--- config.mk ---
export PLATFORM = sky130hd
export DESIGN_NAME = accel_magnitude_event_detector_core
export DESIGN_NICKNAME = d
export VERILOG_FILES = /design/src/rtl/core/amed_pkg.sv /design/src/rtl/core/amed_sqsum.sv /design/src/rtl/core/amed_isqrt.sv /design/src/rtl/core/amed_event.sv /design/src/rtl/core/accel_magnitude_event_detector_core.sv
export SDC_FILE = /design/constraint.sdc
export NUM_CORES = 2
export LEC_CHECK = 0
export BUFFER_PORTS_ARGS = -buffer_cell sky130_fd_sc_hd__buf_2
export CAP_MARGIN = 20
export CORE_MARGIN = 2
export CORE_UTILIZATION = 30
export CTS_CLUSTER_DIAMETER = 60
export CTS_CLUSTER_SIZE = 14
export DETAILED_ROUTE_END_ITERATION = 10
export PLACE_DENSITY = 0.46
export SYNTH_ARGS = -nofsm -noshare
export SYNTH_HDL_FRONTEND = slang
export SYNTH_SLANG_ARGS = --single-unit
--- constraint.sdc ---
create_clock -name clk -period 7.4 [get_ports clk]
set_input_delay 2.22 -clock clk [delete_from_list [all_inputs] [get_ports clk]]
set_output_delay 2.22 -clock clk [all_outputs]
set_load 0.02 [all_outputs]
--- src/rtl/core/amed_pkg.sv ---
// shared widths, register codes, reset values and types of the magnitude event detector
`default_nettype none

package amed_pkg;

  // sample width of each axis
  localparam int SAMPLE_BITS = 16;

  // sum of three squares and its square root
  localparam int SUM_W  = 2 * SAMPLE_BITS + 2;
  localparam int RT_W   = SAMPLE_BITS + 1;
  localparam int REM_W  = RT_W + 3;
  localparam int RT_CNT_W = $clog2(RT_W + 1);

  // register and product widths
  localparam int REG_W  = 16;
  localparam int PROD_W = 2 * REG_W;
  localparam int TIME_W = 32;

  // serial multiply runs long enough for both the squares and the fraction product
  localparam int MUL_STEPS = (SAMPLE_BITS > REG_W) ? SAMPLE_BITS : REG_W;
  localparam int MUL_CNT_W = $clog2(MUL_STEPS + 1);

  // deviation width before saturation
  localparam int EXT_W = (RT_W > REG_W) ? RT_W : REG_W;
  localparam int DEV_W = EXT_W + 1;

  // stream widths, padded to whole bytes
  localparam int IN_DATA_W  = ((3 * SAMPLE_BITS + TIME_W + 7) / 8) * 8;
  localparam int OUT_FLD_W  = REG_W + 3;
  localparam int OUT_DATA_W = ((OUT_FLD_W + 7) / 8) * 8;

  // configuration port
  localparam int CFG_IDX_W = 8;
  localparam logic [CFG_IDX_W-1:0] REG_GRAVITY   = CFG_IDX_W'(0);
  localparam logic [CFG_IDX_W-1:0] REG_THRESHOLD = CFG_IDX_W'(1);
  localparam logic [CFG_IDX_W-1:0] REG_HOLD      = CFG_IDX_W'(2);
  localparam logic [CFG_IDX_W-1:0] REG_FRACTION  = CFG_IDX_W'(3);

  localparam logic [REG_W-1:0] GRAVITY_RST   = 16'd16384;
  localparam logic [REG_W-1:0] THRESHOLD_RST = 16'd1420;
  localparam logic [REG_W-1:0] HOLD_RST      = 16'd500;
  localparam logic [REG_W-1:0] FRACTION_RST  = 16'd3277;

  typedef struct packed {
    logic [REG_W-1:0] gravity_level;
    logic [REG_W-1:0] net_threshold;
    logic [REG_W-1:0] hold_time_ms;
    logic [REG_W-1:0] change_fraction;
  } amed_cfg_t;

  typedef struct packed {
    logic [REG_W-1:0] net_accel;
    logic             level_changed;
    logic             motion_active;
    logic             quake_detected;
  } amed_result_t;

  typedef struct packed {
    logic ld_net;
    logic commit;
  } amed_evt_ctrl_t;

endpackage

`default_nettype wire

--- src/rtl/core/amed_sqsum.sv ---
// bit-serial sum of squares of three axes and reference-times-fraction product
`default_nettype none

module amed_sqsum (
  input  wire logic                             clk,
  input  wire logic                             rst_n,
  input  wire logic                             start,
  input  wire logic [amed_pkg::SAMPLE_BITS-1:0] accel_x,
  input  wire logic [amed_pkg::SAMPLE_BITS-1:0] accel_y,
  input  wire logic [amed_pkg::SAMPLE_BITS-1:0] accel_z,
  input  wire logic [amed_pkg::REG_W-1:0]       ref_level,
  input  wire logic [amed_pkg::REG_W-1:0]       fraction,
  output logic                                  done,
  output logic [amed_pkg::SUM_W-1:0]            sum,
  output logic [amed_pkg::PROD_W-1:0]           prod
);

  localparam int SB = amed_pkg::SAMPLE_BITS;
  localparam int SW = amed_pkg::SUM_W;
  localparam int RW = amed_pkg::REG_W;
  localparam int PW = amed_pkg::PROD_W;
  localparam int CW = amed_pkg::MUL_CNT_W;

  logic [SB-1:0] mx_r, my_r, mz_r;
  logic [SW-1:0] cx_r, cy_r, cz_r;
  logic [SW-1:0] acc_r, acc_nxt;
  logic [RW-1:0] pm_r;
  logic [PW-1:0] pc_r;
  logic [PW-1:0] pacc_r, pacc_nxt;
  logic [CW-1:0] cnt_r;
  logic          busy_r;
  logic          done_r;
  logic [SB-1:0] abs_x, abs_y, abs_z;

  // magnitude of each two's complement sample
  always_comb begin
    abs_x = accel_x[SB-1] ? (~accel_x + SB'(1)) : accel_x;
    abs_y = accel_y[SB-1] ? (~accel_y + SB'(1)) : accel_y;
    abs_z = accel_z[SB-1] ? (~accel_z + SB'(1)) : accel_z;
  end

  // one multiplier bit of each product per cycle
  always_comb begin
    acc_nxt = acc_r + (mx_r[0] ? cx_r : '0) + (my_r[0] ? cy_r : '0)
                    + (mz_r[0] ? cz_r : '0);
    pacc_nxt = pacc_r + (pm_r[0] ? pc_r : '0);
  end

  // control: iteration counter and done pulse
  always_ff @(posedge clk) begin
    if (!rst_n) begin
      busy_r <= 1'b0;
      done_r <= 1'b0;
      cnt_r  <= '0;
    end else begin
      done_r <= 1'b0;
      if (start) begin
        busy_r <= 1'b1;
        cnt_r  <= CW'(amed_pkg::MUL_STEPS);
      end else if (busy_r) begin
        cnt_r <= cnt_r - CW'(1);
        if (cnt_r == CW'(1)) begin
          busy_r <= 1'b0;
          done_r <= 1'b1;
        end
      end
    end
  end

  // shift registers and accumulators
  always_ff @(posedge clk) begin
    if (start) begin
      mx_r   <= abs_x;
      my_r   <= abs_y;
      mz_r   <= abs_z;
      cx_r   <= SW'(abs_x);
      cy_r   <= SW'(abs_y);
      cz_r   <= SW'(abs_z);
      acc_r  <= '0;
      pm_r   <= fraction;
      pc_r   <= PW'(ref_level);
      pacc_r <= '0;
    end else if (busy_r) begin
      mx_r   <= mx_r >> 1;
      my_r   <= my_r >> 1;
      mz_r   <= mz_r >> 1;
      cx_r   <= cx_r << 1;
      cy_r   <= cy_r << 1;
      cz_r   <= cz_r << 1;
      acc_r  <= acc_nxt;
      pm_r   <= pm_r >> 1;
      pc_r   <= pc_r << 1;
      pacc_r <= pacc_nxt;
    end
  end

  assign done = done_r;
  assign sum  = acc_r;
  assign prod = pacc_r;

endmodule

`default_nettype wire

--- src/rtl/core/amed_isqrt.sv ---
// integer square root, one result bit per cycle
`default_nettype none

module amed_isqrt (
  input  wire logic                       clk,
  input  wire logic                       rst_n,
  input  wire logic                       start,
  input  wire logic [amed_pkg::SUM_W-1:0] radicand,
  output logic                            done,
  output logic [amed_pkg::RT_W-1:0]       root
);

  localparam int SW = amed_pkg::SUM_W;
  localparam int TW = amed_pkg::RT_W;
  localparam int MW = amed_pkg::REM_W;
  localparam int CW = amed_pkg::RT_CNT_W;

  logic [SW-1:0] n_r;
  logic [MW-1:0] rem_r, rem_nxt;
  logic [TW-1:0] root_r, root_nxt;
  logic [CW-1:0] cnt_r;
  logic          busy_r;
  logic          done_r;
  logic [MW-1:0] rem_sh;
  logic [MW-1:0] trial;
  logic          fits;

  // bring down two radicand bits and try the next root bit
  always_comb begin
    rem_sh   = {rem_r[MW-3:0], n_r[SW-1 -: 2]};
    trial    = MW'({root_r, 2'b01});
    fits     = (rem_sh >= trial);
    rem_nxt  = fits ? (rem_sh - trial) : rem_sh;
    root_nxt = {root_r[TW-2:0], fits};
  end

  // control: step counter and done pulse
  always_ff @(posedge clk) begin
    if (!rst_n) begin
      busy_r <= 1'b0;
      done_r <= 1'b0;
      cnt_r  <= '0;
    end else begin
      done_r <= 1'b0;
      if (start) begin
        busy_r <= 1'b1;
        cnt_r  <= CW'(TW);
      end else if (busy_r) begin
        cnt_r <= cnt_r - CW'(1);
        if (cnt_r == CW'(1)) begin
          busy_r <= 1'b0;
          done_r <= 1'b1;
        end
      end
    end
  end

  // datapath shift registers
  always_ff @(posedge clk) begin
    if (start) begin
      n_r    <= radicand;
      rem_r  <= '0;
      root_r <= '0;
    end else if (busy_r) begin
      n_r    <= n_r << 2;
      rem_r  <= rem_nxt;
      root_r <= root_nxt;
    end
  end

  assign done = done_r;
  assign root = root_r;

endmodule

`default_nettype wire

--- src/rtl/core/amed_event.sv ---
// deviation from one g, change band, activity timing and detector state
`default_nettype none

module amed_event (
  input  wire logic                         clk,
  input  wire logic                         rst_n,
  input  wire amed_pkg::amed_evt_ctrl_t     ctrl,
  input  wire amed_pkg::amed_cfg_t          cfg,
  input  wire logic [amed_pkg::RT_W-1:0]    root,
  input  wire logic [amed_pkg::PROD_W-1:0]  prod,
  input  wire logic [amed_pkg::TIME_W-1:0]  time_ms,
  output logic [amed_pkg::REG_W-1:0]        ref_level,
  output amed_pkg::amed_result_t            res
);

  localparam int RW = amed_pkg::REG_W;
  localparam int XW = amed_pkg::EXT_W;
  localparam int DW = amed_pkg::DEV_W;
  localparam int TW = amed_pkg::TIME_W;

  logic [RW-1:0] net_r;
  logic [RW-1:0] ref_level_r;
  logic [TW-1:0] onset_r;
  logic          active_r;

  logic [XW-1:0] root_x, grav_x, dev;
  logic [DW-1:0] dev_x;
  logic [RW-1:0] net_nxt;
  logic [RW-1:0] diff;
  logic          changed, moving, quake;
  logic [TW-1:0] elapsed;

  // saturated absolute deviation of the magnitude
  always_comb begin
    root_x  = XW'(root);
    grav_x  = XW'(cfg.gravity_level);
    dev     = (root_x >= grav_x) ? (root_x - grav_x) : (grav_x - root_x);
    dev_x   = DW'(dev);
    net_nxt = (|dev_x[DW-1:RW]) ? {RW{1'b1}} : dev_x[RW-1:0];
  end

  // change band, threshold and hold time
  always_comb begin
    diff    = (net_r >= ref_level_r) ? (net_r - ref_level_r) : (ref_level_r - net_r);
    changed = ({diff, {RW{1'b0}}} > prod);
    moving  = (net_r > cfg.net_threshold);
    elapsed = time_ms - onset_r;
    quake   = moving && active_r && (elapsed > TW'(cfg.hold_time_ms));
    res.net_accel      = net_r;
    res.level_changed  = changed;
    res.motion_active  = moving;
    res.quake_detected = quake;
  end

  // deviation register
  always_ff @(posedge clk) begin
    if (ctrl.ld_net) begin
      net_r <= net_nxt;
    end
  end

  // detector state, updated as the result is handed out
  always_ff @(posedge clk) begin
    if (!rst_n) begin
      ref_level_r <= '0;
      onset_r     <= '0;
      active_r    <= 1'b0;
    end else if (ctrl.commit) begin
      if (changed) begin
        ref_level_r <= net_r;
      end
      if (moving) begin
        if (!active_r) begin
          active_r <= 1'b1;
          onset_r  <= time_ms;
        end
      end else begin
        active_r <= 1'b0;
        onset_r  <= '0;
      end
    end
  end

  // stored reference level feeds the fraction product of the next sample
  assign ref_level = ref_level_r;

endmodule

`default_nettype wire

--- src/rtl/core/accel_magnitude_event_detector_core.sv ---
// top level of the accelerometer magnitude event detector
`default_nettype none

// Takes one three-axis sample with a millisecond timestamp per request and returns one
// result: the saturated deviation of the vector magnitude from the one-g level, a flag
// for a move beyond the relative change band, a flag for deviation above the threshold,
// and a flag for motion held longer than the hold time. One sample is processed at a
// time: a bit-serial squarer forms the sum of squares, then the square root produces
// one bit per cycle, then the deviation is registered and the flags are formed and
// committed to the output register once that register is free. A finished result
// waits in the output register while the next sample is taken in. Configuration
// writes are always ready and must only be made while the block is idle; writes to
// an index beyond the four registers are dropped.
module accel_magnitude_event_detector_core (
  input  wire logic                               clk,
  input  wire logic                               rst_n,
  // accel_x, accel_y, accel_z, time_ms, from bit 0 up; zero padding above
  input  wire logic                               in_tvalid,
  output logic                                    in_tready,
  input  wire logic [amed_pkg::IN_DATA_W-1:0]     in_tdata,
  // net_accel, level_changed, motion_active, quake_detected, from bit 0 up; zero padding
  output logic                                    out_tvalid,
  input  wire logic                               out_tready,
  output logic [amed_pkg::OUT_DATA_W-1:0]         out_tdata,
  input  wire logic                               cfg_valid,
  output logic                                    cfg_ready,
  input  wire logic [amed_pkg::CFG_IDX_W-1:0]     cfg_index,
  input  wire logic [amed_pkg::REG_W-1:0]         cfg_data
);

  localparam int SB = amed_pkg::SAMPLE_BITS;
  localparam int TW = amed_pkg::TIME_W;

  localparam logic [2:0] S_IDLE = 3'd0;
  localparam logic [2:0] S_MUL  = 3'd1;
  localparam logic [2:0] S_SQRT = 3'd2;
  localparam logic [2:0] S_FLAG = 3'd3;

  logic [2:0]                    state_r, state_nxt;
  amed_pkg::amed_cfg_t           cfg_r;
  logic [TW-1:0]                 time_r;
  amed_pkg::amed_result_t        out_r;
  logic                          out_valid_r;
  amed_pkg::amed_result_t        res;
  amed_pkg::amed_evt_ctrl_t      ctrl;
  logic                          in_fire;
  logic                          sq_done, rt_done;
  logic [amed_pkg::SUM_W-1:0]    sq_sum;
  logic [amed_pkg::PROD_W-1:0]   sq_prod;
  logic [amed_pkg::RT_W-1:0]     rt_root;
  logic [amed_pkg::REG_W-1:0]    ev_ref_level;

  assign in_tready = (state_r == S_IDLE);
  assign in_fire   = in_tvalid && in_tready;
  assign cfg_ready = 1'b1;

  // configuration registers
  always_ff @(posedge clk) begin
    if (!rst_n) begin
      cfg_r.gravity_level   <= amed_pkg::GRAVITY_RST;
      cfg_r.net_threshold   <= amed_pkg::THRESHOLD_RST;
      cfg_r.hold_time_ms    <= amed_pkg::HOLD_RST;
      cfg_r.change_fraction <= amed_pkg::FRACTION_RST;
    end else if (cfg_valid) begin
      unique case (cfg_index)
        amed_pkg::REG_GRAVITY:   cfg_r.gravity_level   <= cfg_data;
        amed_pkg::REG_THRESHOLD: cfg_r.net_threshold   <= cfg_data;
        amed_pkg::REG_HOLD:      cfg_r.hold_time_ms    <= cfg_data;
        amed_pkg::REG_FRACTION:  cfg_r.change_fraction <= cfg_data;
        default: ;
      endcase
    end
  end

  // sequencer
  always_comb begin
    state_nxt   = state_r;
    ctrl.ld_net = 1'b0;
    ctrl.commit = 1'b0;
    unique case (state_r)
      S_IDLE: if (in_fire) state_nxt = S_MUL;
      S_MUL:  if (sq_done) state_nxt = S_SQRT;
      S_SQRT: begin
        if (rt_done) begin
          ctrl.ld_net = 1'b1;
          state_nxt   = S_FLAG;
        end
      end
      S_FLAG: begin
        if (!out_valid_r || out_tready) begin
          ctrl.commit = 1'b1;
          state_nxt   = S_IDLE;
        end
      end
      default: state_nxt = S_IDLE;
    endcase
  end

  always_ff @(posedge clk) begin
    if (!rst_n) begin
      state_r <= S_IDLE;
    end else begin
      state_r <= state_nxt;
    end
  end

  // timestamp of the sample in flight
  always_ff @(posedge clk) begin
    if (in_fire) begin
      time_r <= in_tdata[3*SB +: TW];
    end
  end

  amed_sqsum u_sqsum (
    .clk       (clk),
    .rst_n     (rst_n),
    .start     (in_fire),
    .accel_x   (in_tdata[0 +: SB]),
    .accel_y   (in_tdata[SB +: SB]),
    .accel_z   (in_tdata[2*SB +: SB]),
    .ref_level (ev_ref_level),
    .fraction  (cfg_r.change_fraction),
    .done      (sq_done),
    .sum       (sq_sum),
    .prod      (sq_prod)
  );

  amed_isqrt u_isqrt (
    .clk      (clk),
    .rst_n    (rst_n),
    .start    (sq_done),
    .radicand (sq_sum),
    .done     (rt_done),
    .root     (rt_root)
  );

  amed_event u_event (
    .clk       (clk),
    .rst_n     (rst_n),
    .ctrl      (ctrl),
    .cfg       (cfg_r),
    .root      (rt_root),
    .prod      (sq_prod),
    .time_ms   (time_r),
    .ref_level (ev_ref_level),
    .res       (res)
  );

  // output register
  always_ff @(posedge clk) begin
    if (!rst_n) begin
      out_valid_r <= 1'b0;
    end else if (ctrl.commit) begin
      out_valid_r <= 1'b1;
    end else if (out_tready) begin
      out_valid_r <= 1'b0;
    end
  end

  always_ff @(posedge clk) begin
    if (ctrl.commit) begin
      out_r <= res;
    end
  end

  assign out_tvalid = out_valid_r;
  assign out_tdata  = amed_pkg::OUT_DATA_W'({out_r.quake_detected, out_r.motion_active,
                                             out_r.level_changed, out_r.net_accel});

`ifndef NO_ASSERTIONS
  a_sq_done_in_mul: assert property (@(posedge clk) disable iff (!rst_n)
    sq_done |-> (state_r == S_MUL))
    else $error("square sum finished outside the multiply phase");

  a_rt_done_in_sqrt: assert property (@(posedge clk) disable iff (!rst_n)
    rt_done |-> (state_r == S_SQRT))
    else $error("square root finished outside the root phase");

  a_accept_starts: assert property (@(posedge clk) disable iff (!rst_n)
    in_fire |=> (state_r == S_MUL))
    else $error("accepted request did not start the multiply phase");

  a_commit_shows: assert property (@(posedge clk) disable iff (!rst_n)
    ctrl.commit |=> out_tvalid)
    else $error("committed result not presented");

  a_no_overwrite: assert property (@(posedge clk) disable iff (!rst_n)
    ctrl.commit |-> (!out_valid_r || out_tready))
    else $error("result register overwritten while still pending");
`endif

endmodule

`default_nettype wire

==> flow_metrics.tcl <==
set metrics [dict create \
    worst_path_most_repeated_cell "a21o_1" \
    whs_path_depth 2 \
    cts_resized 0 \
    grt.total_usage_pct 15.1 \
    worstPathCellList "inv_1 > ha_1 > inv_1 > fa_1 > a21o_1 > a21oi_1 > o21bai_1 > a221oi_1 > a21oi_1 > a221oi_1 > o21ai_2 > mux2_1 > ha_1 > a21o_1 > a21o_1 > a21o_1 > a21o_1 > a21o_1 > a21oi_1 > a2bb2oi_1 > a21oi_2 > buf_4 > mux2i_1" \
    cts_hold_buf 0 \
    vias_per_cell 4.87 \
    rrSetupSlack_ns 1.78 \
    powerDensity_mw_per_mm2 352 \
    start_util_pct 30.2 \
    synth_area_mm2 0.0329 \
    htree_levels 3 \
    crit_path_start_kind "flop" \
    synth_cell_type_count 85 \
    critical_path_class "flop to flop" \
    setup_tns_ns 0 \
    skew_ns 0.0308 \
    async_flop_share_pct 0 \
    die_w_um 335 \
    cp.required_ns 7.88 \
    post-route-drc-count 0 \
    ys_warn_count 0 \
    overflow 0 \
    finalWirelength_mm 85.7 \
    insertion_delay_ns 0.62 \
    grt_pass1_wl_mm 137 \
    grt_max_degree 69 \
    hold_path_class "flop to flop" \
    die_area_mm2 0.112 \
    io_pins 136 \
    cts-buffers-inserted 67 \
    area.growth.synth_to_final_pct 13.2 \
    clockRootBuffer "clkbuf_16" \
    wire_per_inst_um 17.0 \
    cp_top_family "compound AO/OA/AOI/OAI gates" \
    clockBufferDepth 3 \
    final_common_cell "nand2_1" \
    ant_nets 0 \
    irDropWorstVdd_uv 217 \
    post-route-period-util_pct 75.9 \
    clk_pin_slew_ns 0.07 \
    hold_violations 0 \
    ys.flop_type "dfxtp_1" \
    row_count 121 \
    cts_setup_buffers 0 \
    slew_headroom_pct 34.6 \
    slew_violations 0 \
    tightest_slew_ns 0.981 \
    crit_path_top_delay_cell "edfxtp_1" \
    outcome "finished clean" \
    max_stage_delay_ns 0.43 \
    setup_viol 0 \
    leakage_nw 15.4 \
    core_mm2 0.109 \
    layout-drive-gt1-share_pct 9.57 \
    avgSynthCellArea_um2 9.36 \
    cp-end-kind "flop" \
    r2r-end "u_event.ref_level[9]$_SDFFE_PN0P_" \
    drt_iter0_markers 1337 \
    antenna_found_initial 3 \
    diodes 0 \
    min-delay-start "cfg_r[1]$_SDFFE_PN0P_" \
    cts_num_sinks 530 \
    fin_nets 4000 \
    io_buffers 129 \
    rsz0062_at_grt "false" \
    hold_end "cfg_r[1]$_SDFFE_PN0P_" \
    pre_cts_ws_ns 1.81 \
    grt_pass1_vias 24200 \
    synth_enable_flop_cells 229 \
    r2r_cells 23 \
    dr.pass1.iters 7 \
    rr_startpoint "u_event.net_r[0]$_SDFFCE_PP1P_" \
    cp_max_fo 16 \
    gp_congestion 0.831 \
    setup_ws_ns 1.78 \
    power.total_mw 13.1 \
    ys_ff_latch 530 \
    die-height_um 335 \
    vias 24600 \
    final_cell_mix "nand2_1, dfxtp_1, inv_1" \
    path_buf_inv 3 \
    max_freq_ghz 0.178 \
    worstPathArrival_ns 6.10 \
    drv_cap 0 \
    yosysSeqAreaShare_pct 39.2 \
    dp_hpwl_mm 61.9 \
    postSynthCellCount 3518 \
    finalCriticalPeriod_ns 5.62 \
    cts_tree "done" \
]
==> where the power goes <==
part           switching, mW  internal [mW]  leakage, nW  total, mW
registers              0.384           3.85         4.63       4.24
clock network           1.42           2.02         1.13       3.43
logic                   3.30           2.16         9.67       5.46
total                   5.10           8.03         15.4       13.1
==> layout make-up <==
class,count,area (um^2)
Multi-Input combinational cell,2561,18400
Inverter,267,1010
Timing Repair Buffer,156,871
Clock inverter,41,484
Sequential cell,530,12900
Clock buffer,82,1830
Fill cell,11200,71600
Tap cell,1414,1770
==> worst max path at each step <==
| stage | start | endpoint | slack (ns) | cells after the start |
|---|---|---|---|---|
| after global placement | u_event.net_r[0]$_SDFFCE_PP1P_ | u_event.ref_level[7]$_SDFFE_PN0P_ | 1.90 | 24 |
| after floorplan | in_tvalid | u_sqsum.prod[26]$_SDFFE_PP0P_ | 1.50 | 6 |
| after detailed placement | u_event.net_r[0]$_SDFFCE_PP1P_ | u_event.ref_level[1]$_SDFFE_PN0P_ | 1.81 | 23 |
| after global routing | u_event.net_r[0]$_SDFFCE_PP1P_ | u_event.ref_level[1]$_SDFFE_PN0P_ | 1.40 | 23 |
| after CTS | u_event.net_r[0]$_SDFFCE_PP1P_ | u_event.ref_level[9]$_SDFFE_PN0P_ | 1.78 | 23 |
| final | u_event.net_r[0]$_SDFFCE_PP1P_ | u_event.ref_level[9]$_SDFFE_PN0P_ | 1.78 | 23 |
==> cell families after synthesis <==
logic type / count (synthesis) / share of synthesized area, %
adder cells (fa/ha/maj): 308 / 13.3
AND/OR/NAND/NOR: 1094 / 15.4
XOR/XNOR: 134 / 3.56
AO/OA/AOI/OAI: 802 / 16.7
multiplexers: 217 / 6.76
buffers and inverters: 431 / 5.07
other: 2 / 0.0228
flip-flops: 530 / 39.2
==> flip-flops by register name (all words and copies together), names as in the netlist, 17 cells and up <==
register / cells
cfg_r: 64
out_tdata: 19
time_r: 32
u_event.onset_r: 32
u_isqrt.n_r: 34
u_isqrt.rem_r: 18
u_isqrt.root: 17
u_sqsum.cx_r: 34
u_sqsum.cy_r: 34
u_sqsum.cz_r: 34
u_sqsum.pc_r: 32
u_sqsum.prod: 32
u_sqsum.sum: 34
==> cells in the mapped netlist (30+ instances only) <==
master    count  area, um^2
o21ai_1      38         190
nor2_1      255         957
and2_1       53         332
xor2_1       50         438
a21o_1      103         773
mux2i_1     183        1830
a211oi_1     30         225
inv_1       265         995
nand2_1     446        1670
fa_1         72        1440
nor2b_1      56         350
clkbuf_1    131         492
nand3_1      54         270
dfxtp_1     301        6030
o21a_1       91         683
o21ai_0     103         515
and3_1       38         238
xnor2_1      84         736
mux2_2       32         360
edfxtp_1    229        6880
a21oi_1     158         791
nor3_1       55         275
a22o_1       33         289
ha_1        236        2950
==> stage by stage <==
stage / hold slack, ns / util, % / std cells / cell area, um^2
finish: 0.455 / 34.2 / 5051 / 37300
global route: 0.480 / 34.2 / 5051 / 37300
CTS: 0.456 / 34.2 / 5050 / 37300
detailed placement: 0.447 / 32.1 / 4927 / 34900
global placement: 0.441 / 32.1 / 4927 / 34900
floorplan: 0.431 / - / 3522 / 32900
==> worst register-to-register path, delay by kind of cell (launching register included) <==
kind	cells	cell delay, ns
flip-flops	1	0.43
adder cells (fa/ha/maj)	3	0.84
buffers and inverters	3	0.42
AO/OA/AOI/OAI	15	3.21
multiplexers	2	0.59
==> layer usage <==
layer | share of wire [%] | GRT usage [%] | up-vias
met5 | 0.015 | 0 | -
met2 | 45 | 24.2 | 285
met4 | 1.9 | 3.91 | 2
met1 | 50 | 21.4 | 11700
li1 | - | - | 12500
met3 | 3.0 | 2.05 | 98
Power figures use the tool's default switching activity.
